===== src/rtl/tbht_pkg.sv =====
`timescale 1ns / 1ps
// Shared types, widths and codes for the touch button hit test.
package tbht_pkg;

    localparam int RAW_W   = 12;
    localparam int EDGE_W  = 16;
    localparam int ID_W    = 8;
    localparam int PROD_W  = 2 * RAW_W;
    localparam int RECT_W  = 4 * EDGE_W + ID_W;
    localparam int ADDR_W  = 5;
    localparam int DATA_W  = 32;

    localparam logic FUNC_ADD   = 1'b0;
    localparam logic FUNC_TOUCH = 1'b1;

    typedef enum logic [2:0] {
        REG_CAL_MIN_X     = 3'd0,
        REG_CAL_MAX_X     = 3'd1,
        REG_CAL_MIN_Y     = 3'd2,
        REG_CAL_MAX_Y     = 3'd3,
        REG_SCREEN_WIDTH  = 3'd4,
        REG_SCREEN_HEIGHT = 3'd5
    } reg_idx_t;

    localparam logic [RAW_W-1:0] RST_CAL_MIN_X     = 12'd150;
    localparam logic [RAW_W-1:0] RST_CAL_MAX_X     = 12'd3800;
    localparam logic [RAW_W-1:0] RST_CAL_MIN_Y     = 12'd130;
    localparam logic [RAW_W-1:0] RST_CAL_MAX_Y     = 12'd4000;
    localparam logic [RAW_W-1:0] RST_SCREEN_WIDTH  = 12'd240;
    localparam logic [RAW_W-1:0] RST_SCREEN_HEIGHT = 12'd320;

    typedef struct packed {
        logic [RAW_W-1:0] cal_min_x;
        logic [RAW_W-1:0] cal_max_x;
        logic [RAW_W-1:0] cal_min_y;
        logic [RAW_W-1:0] cal_max_y;
        logic [RAW_W-1:0] screen_width;
        logic [RAW_W-1:0] screen_height;
    } cfg_t;

    typedef enum logic [2:0] {
        ST_IDLE,
        ST_MUL,
        ST_START,
        ST_DIVIDE,
        ST_SCAN,
        ST_FINISH
    } state_t;

endpackage


===== src/rtl/tbht_regs.sv =====
`timescale 1ns / 1ps
// APB-style register file holding the calibration and screen size settings.
module tbht_regs (
    input  logic                          clk,
    input  logic                          rst_n,
    input  logic                          psel,
    input  logic                          penable,
    input  logic                          pwrite,
    input  logic [tbht_pkg::ADDR_W-1:0]   paddr,
    input  logic [tbht_pkg::DATA_W-1:0]   pwdata,
    output logic [tbht_pkg::DATA_W-1:0]   prdata,
    output logic                          pready,
    output tbht_pkg::cfg_t                cfg
);

    tbht_pkg::cfg_t   cfg_reg;
    tbht_pkg::reg_idx_t idx;
    logic             wr_en;
    logic [tbht_pkg::RAW_W-1:0] wval;
    logic [tbht_pkg::RAW_W-1:0] rval;

    assign idx   = tbht_pkg::reg_idx_t'(paddr[4:2]);
    assign wr_en = psel && penable && pwrite;
    assign wval  = pwdata[tbht_pkg::RAW_W-1:0];

    always_ff @(posedge clk or negedge rst_n)
    begin
        if (!rst_n)
        begin
            cfg_reg.cal_min_x     <= tbht_pkg::RST_CAL_MIN_X;
            cfg_reg.cal_max_x     <= tbht_pkg::RST_CAL_MAX_X;
            cfg_reg.cal_min_y     <= tbht_pkg::RST_CAL_MIN_Y;
            cfg_reg.cal_max_y     <= tbht_pkg::RST_CAL_MAX_Y;
            cfg_reg.screen_width  <= tbht_pkg::RST_SCREEN_WIDTH;
            cfg_reg.screen_height <= tbht_pkg::RST_SCREEN_HEIGHT;
        end
        else if (wr_en)
        begin
            case (idx)
                tbht_pkg::REG_CAL_MIN_X:     cfg_reg.cal_min_x     <= wval;
                tbht_pkg::REG_CAL_MAX_X:     cfg_reg.cal_max_x     <= wval;
                tbht_pkg::REG_CAL_MIN_Y:     cfg_reg.cal_min_y     <= wval;
                tbht_pkg::REG_CAL_MAX_Y:     cfg_reg.cal_max_y     <= wval;
                tbht_pkg::REG_SCREEN_WIDTH:  cfg_reg.screen_width  <= wval;
                tbht_pkg::REG_SCREEN_HEIGHT: cfg_reg.screen_height <= wval;
                default:                     ;
            endcase
        end
    end

    always_comb
    begin
        case (idx)
            tbht_pkg::REG_CAL_MIN_X:     rval = cfg_reg.cal_min_x;
            tbht_pkg::REG_CAL_MAX_X:     rval = cfg_reg.cal_max_x;
            tbht_pkg::REG_CAL_MIN_Y:     rval = cfg_reg.cal_min_y;
            tbht_pkg::REG_CAL_MAX_Y:     rval = cfg_reg.cal_max_y;
            tbht_pkg::REG_SCREEN_WIDTH:  rval = cfg_reg.screen_width;
            tbht_pkg::REG_SCREEN_HEIGHT: rval = cfg_reg.screen_height;
            default:                     rval = '0;
        endcase
    end

    assign prdata = {{(tbht_pkg::DATA_W - tbht_pkg::RAW_W){1'b0}}, rval};
    assign pready = 1'b1;
    assign cfg    = cfg_reg;

endmodule


===== config.mk =====
export PLATFORM = sky130hd
export DESIGN_NAME = tbht_regs
export DESIGN_NICKNAME = d
export VERILOG_FILES = /design/src/rtl/tbht_pkg.sv /design/src/rtl/tbht_regs.sv
export SDC_FILE = /design/constraint.sdc
export NUM_CORES = 1
export LEC_CHECK = 0
export ABC_AREA = 0
export BUFFER_PORTS_ARGS = -buffer_cell sky130_fd_sc_hd__buf_4
export CAP_MARGIN = 25
export CORE_MARGIN = 2
export CORE_UTILIZATION = 50
export DETAILED_ROUTE_END_ITERATION = 6
export GPL_TIMING_DRIVEN = 0
export PLACE_DENSITY = 0.88
export SYNTH_ARGS = -nofsm -noshare
export SYNTH_HDL_FRONTEND = slang
export SYNTH_SLANG_ARGS = --single-unit

===== constraint.sdc =====
create_clock -name clk -period 2.5 [get_ports clk]
set_clock_uncertainty 0.2 [all_clocks]
set_input_delay 0.375 -clock clk [delete_from_list [all_inputs] [get_ports clk]]
set_output_delay 0.375 -clock clk [all_outputs]
set_load 0.05 [all_outputs]

==> metrics.csv, run 1 <==
stage,metric,value,unit
timing,unrepaired setup endpoints after global routing,false,
die,core area,6830,µm²
grt,vias in the first global route,2560,
die,Row Count,30,
timing,Sum Neg Setup Slack,0,ns
clocking,CTS buffer count,9,
clocking,CTS H-tree depth,3,
timing,Worst Hold Slack,0.0826,ns
final_layout,layout cells sized above 1,62.3,%
die,Die X,88.2,µm
clocking,Clock Latency Late Sink,0.33,ns
timing,Worst Tran Pin Value,0.885,ns
power,pwr/cell area,939,nW/µm²
synth,Netlist cell types,31,
synth,Synth async-reset ratio,100,%
routing,Routed wire per std cell,18.1,µm
grt,global route total overflow,0,
die,Die Span Y,88.2,µm
routing,WL final,9.02,mm
power,leak pwr,2.31,nW
setup_path,Startpoint Class,input port,
grt,initial antenna violation count,0,
final_layout,# fillers,523,
clocking,postcts setup bufs,0,
synth,number of warnings issued by yosys,0,
synth,Post-synth EDFFs,0,
setup_path,"slowest stage delay, CP",0.54,ns
synth,syn_area_per_cell,13.4,µm²
flow_run,Max Cap Viol,0,
placement,RePlAce Congestion,0.767,
setup_path,Crit path arrival time,1.82,ns
grt,busiest grt layer,met2,
die,Initial Util,51.9,%
die,I/O pin count,147,
clocking,CTS Sinks,72,
setup_path,Setup crit end kind,output port,
final_layout,"non-filler cells, final",499,
grt,global-route wire length before repair,13.8,mm
setup_path,CP Class,input port to output port,
synth,Mapped Cells,265,
timing,Tcrit/Tclk final,95.9,%
power,Worst VDD drop,0.566,mV
grt,GR met2 Demand/Resource,37.0,%
setup_path,"Req. time, crit path",1.92,ns
timing,Max Freq,0.417,GHz
routing,drt pass-1 iters,4,
setup_path,"Slowest-stage cell, CP",clkbuf_1,
final_layout,# diodes,0,
synth,#FFs+latches synth,72,
setup_path,ordered cell list for the critical path,buf_2 -> inv_1 -> clkbuf_1 -> a21oi_1 -> o221ai_1 -> buf_4,
placement,dpl cells,482,
grt,largest net degree at the start of global routing,73,
clocking,CTS tree,yes,
routing,vias per cell,5.29,
placement,IO Port Bufs,102,
routing,DR iter-0 viols,99,
power,total power,0.00441,W
grt,GRT Overall Usage,23.9,%
clocking,Root Driver,clkbuf_8,
routing,ANT nets after route,0,
clocking,"Reg clk slew, reported paths",0.08,ns
timing,Relative slew margins,41.0,%
routing,DR vias,2638,
placement,DP HPWL,6.28,mm
final_layout,Largest register FFs,72,
final_layout,area grow syn2layout,32.4,%
setup_path,Crit Path Max Fanout,10,
final_layout,fin nets,440,
die,full die area,7790,µm²
timing,Tmin final,2.40,ns
routing,drt drc,0,
grt,met3 GRT Util,6.81,%
grt,GR Layer Usage met1,32.3,%
synth,ys flop type,dfrtp_1,
hold_path,worst min path class,input port to register,
timing,final setup fails,0,
run_status,status,"finished, final reports clean",
timing,Slew Limit Fails,0,
synth,sequential element share of the synthesized area,51.7,%
clocking,Longest Clk Path Bufs,2,
timing,Final Hold Viols,0,
synth,mapped cell area,3550,µm²
==> worst paths after layout <==
kind | depth (start not counted) | endpoint | start | slack [ns]
min reg2reg | 1 | cfg[71] | cfg[71] | 0.33
max reg2reg | 1 | cfg[65] | cfg[65] | 1.48
max in group asynchronous | 2 | cfg[0] | rst_n | 1.03
min in group asynchronous | 2 | cfg[15] | rst_n | 0.50
min | 2 | cfg[63] | pwdata[3] | 0.08
max | 6 | prdata[10] | paddr[4] | 0.10
==> power by group <==
group          switching (W)  total [W]  internal [W]
registers           0.000191    0.00164       0.00145
clock network       0.000421   0.000831      0.000410
logic                0.00131    0.00194      0.000622
==> cells in the mapped netlist (5+ instances only) <==
cell / instances / area (µm²)
nor2_1: 10 / 37.5
dfrtp_1: 47 / 1180
nand3_1: 6 / 30.0
a21oi_1: 7 / 35.0
mux2_2: 66 / 743
o21ai_0: 5 / 25.0
mux2i_1: 18 / 180
mux2_1: 10 / 113
dfstp_2: 25 / 657
buf_2: 10 / 50.1
buf_4: 24 / 180
==> final cells by class <==
class	count	area (µm²)	area share [%]
Sequential cell	72	1830	39.0
Multi-Input combinational cell	174	1530	32.6
Timing Repair Buffer	103	776	16.5
Buffer	37	249	5.30
Clock buffer	11	151	3.22
Tap cell	96	120	2.56
Clock inverter	5	31.3	0.666
Inverter	1	3.75	0.0799
==> cell usage in the layout (no fill, tap or decap), types with 7 or more instances in the layout <==
cell and instances:
buf_2 10, buf_4 126, a21oi_1 7, mux2i_1 18, nor2_1 10, clkbuf_8 11, mux2_1 10, dfrtp_1 47
mux2_2 66, dfstp_2 25, conb_1 21
==> timing repair <==
| action | CTS | global route |
|---|---|---|
| gates resized for setup | 0 | 0 |
| hold buffers | 1 | 0 |
| hold endpoints to repair | 47 | 0 |
==> metal layers <==
layer | vias to the layer above | share of wire [%]
met5 | - | 0
met4 | 0 | 1.8
met3 | 13 | 8.6
met2 | 108 | 47
met1 | 1332 | 43
li1 | 1185 | -
==> cell families (layout without fill, tap and decap cells) <==
logic type / Yosys count / in the layout / synth area share (%)
simple gates: 31 / 31 / 5.29
compound gates: 26 / 26 / 5.25
mux: 96 / 96 / 30.5
other cells: 2 / 21 / 0.212
buf+inv: 38 / 157 / 7.12
flops: 72 / 72 / 51.7
==> worst max-delay path, delay by kind of cell <==
family | cells | cell delay, ns
compound gates | 2 | 0.38
buf+inv | 4 | 1.07
==> per-stage QoR <==
| step | setup WS [ns] | utilization, % | cell area [µm²] |
|---|---|---|---|
| 2_1_floorplan | 0.0744 | - | 3620 |
| 3_3_place_gp | 0.178 | 66.0 | 4510 |
| 3_5_place_dp | 0.139 | 66.0 | 4510 |
| 4_1_cts | 0.127 | 68.8 | 4700 |
| 5_1_grt | 0.0396 | 68.8 | 4700 |
| 6_report | 0.103 | 68.8 | 4700 |
Power figures use the tool's default switching activity.
==> run 2: changes to the inputs <==
- RECOVER_POWER: unset -> 100
==> metrics.csv, run 2 (synthesis results as in run 1) <==
stage,metric,value,unit
final_layout,Largest register FFs,72,
clocking,postcts setup bufs,0,
placement,IO Port Bufs,102,
setup_path,"Slowest-stage cell, CP",clkbuf_2,
die,Die X,88.2,µm
grt,global route total overflow,0,
power,pwr/cell area,959,nW/µm²
timing,Slew Limit Fails,73,
clocking,Post-CTS Resized,0,
placement,dpl cells,482,
setup_path,"Req. time, crit path",1.92,ns
clocking,"Reg clk slew, reported paths",0.07,ns
final_layout,sequential cell area,1830,µm²
routing,WL final,8.99,mm
placement,placed inst area,4510,µm²
timing,Max Freq,0.415,GHz
setup_path,RR Startpoint,cfg[65],
setup_path,crit path buf inv count,4,
die,Row Count,30,
timing,Sum Neg Setup Slack,0,ns
final_layout,# diodes,0,
timing,Relative slew margins,-3.35,%
hold_path,worst min path class,input port to register,
die,core area,6830,µm²
die,Initial Util,51.9,%
routing,vias per cell,5.27,
grt,initial antenna violation count,0,
run_status,status,"finished, violations left",
flow_run,Max Cap Viol,1,
routing,DR iter-0 viols,136,
timing,Tcrit/Tclk final,96.3,%
grt,largest net degree at the start of global routing,73,
final_layout,"non-filler cells, final",499,
grt,GRT Overall Usage,23.9,%
final_layout,"commonest non-fill, non-tap cell in the layout",clkbuf_1,
timing,unrepaired setup endpoints after global routing,false,
setup_path,cell family with the largest share of critical-path delay,buffers and inverters,
run_status,failing checks,"max-capacitance violations, max-slew violations",
clocking,Root Driver,clkbuf_8,
setup_path,Startpoint Class,input port,
routing,DR vias,2630,
setup_path,ordered cell list for the critical path,clkbuf_1 -> buf_2 -> clkbuf_2 -> o21ai_0 -> a221o_1 -> buf_4,
setup_path,Crit Path Max Fanout,10,
setup_path,CP startpoint,paddr[3],
grt,global-route wire length before repair,13.8,mm
placement,RePlAce Congestion,0.767,
die,I/O pin count,147,
final_layout,multi-input combinational cell area,1500,µm²
clocking,Longest Clk Path Bufs,2,
timing,final setup fails,0,
setup_path,Crit path arrival time,1.83,ns
placement,DP HPWL,6.28,mm
timing,Final Hold Viols,0,
final_layout,layout cells sized above 1,41.2,%
clocking,CTS Sinks,72,
routing,drt pass-1 iters,4,
clocking,CTS H-tree depth,3,
timing,Worst Tran Pin Value,1.55,ns
final_layout,fin nets,440,
final_layout,most frequent cells in the layout,"clkbuf_1 (81), mux2_2 (65), dfrtp_1 (47), buf_4 (44), dfstp_2 (25)",
setup_path,Setup crit end kind,output port,
final_layout,Final Cell Area,4370,µm²
timing,Worst Hold Slack,0.0900,ns
clocking,hold buffer count at CTS,1,
setup_path,CP Class,input port to output port,
die,Die Span Y,88.2,µm
final_layout,area grow syn2layout,23.0,%
timing,Tmin final,2.41,ns
routing,drt drc,0,
routing,ANT nets after route,0,
clocking,CTS tree,yes,
setup_path,"slowest stage delay, CP",0.32,ns
routing,Routed wire per std cell,18.0,µm
clocking,Clock Latency Late Sink,0.34,ns
grt,vias in the first global route,2560,
power,leak pwr,1.98,nW
clocking,CTS buffer count,9,
die,full die area,7790,µm²
hold_path,min-delay src,pwdata[3],
final_layout,# fillers,616,
power,Worst VDD drop,0.531,mV
[run 2: cell types whose count changed in the layout (fill, tap and decap cells not counted), moves of 2 or more]
cell / change
clkbuf_4: +3
clkbuf_1: +79
nor2_2: -2
buf_2: -3
buf_4: -82
nor2_1: +2
clkbuf_2: +4
[run 2: through the flow]
step / power (W) / util, % / worst slack [ns]
4_1_cts: 0.00443 / 68.8 / 0.127
6_report: 0.00419 / 63.9 / 0.0926
5_1_grt: 0.00437 / 63.9 / 0.0293
3_3_place_gp: 0.00356 / 66.0 / 0.178
3_5_place_dp: 0.00360 / 66.0 / 0.139
2_1_floorplan: 0.00300 / - / 0.0744
[run 2: final timing paths]
kind / endpoint / slack [ns] / cells past startpoint
min in group asynchronous: cfg[15] / 0.78 / 2
max in group asynchronous: cfg[36] / 0.39 / 2
min: cfg[63] / 0.09 / 2
max: prdata[5] / 0.09 / 6
min reg2reg: cfg[71] / 0.33 / 1
max reg2reg: cfg[65] / 1.48 / 1
[run 2: cell type report]
cell class              count  share of cell area, %
well taps                  96                   2.75
clock inverters             5                  0.717
flip-flops and latches     72                   42.0
repair buffers            103                   11.3
plain buffers              37                   5.27
clock buffers              11                   3.47
multi-input cells         174                   34.5
inverters                   1                 0.0860
[run 2: power by group]
part / internal (W) / total [W] / leakage [nW] / switching, W
combinational: 0.000411 / 0.00172 / 1.02 / 0.00131
clock: 0.000411 / 0.000829 / 0.0951 / 0.000418
sequential: 0.00145 / 0.00164 / 0.862 / 0.000184
[run 2: metal layers]
layer  part of all wire, %  track usage (%)  vias up
met5                     0                0        -
met4                   1.1             8.95        0
met3                   8.6             6.81       10
met2                    48             37.0      105
met1                    43             32.3     1324
li1                      -                -     1191
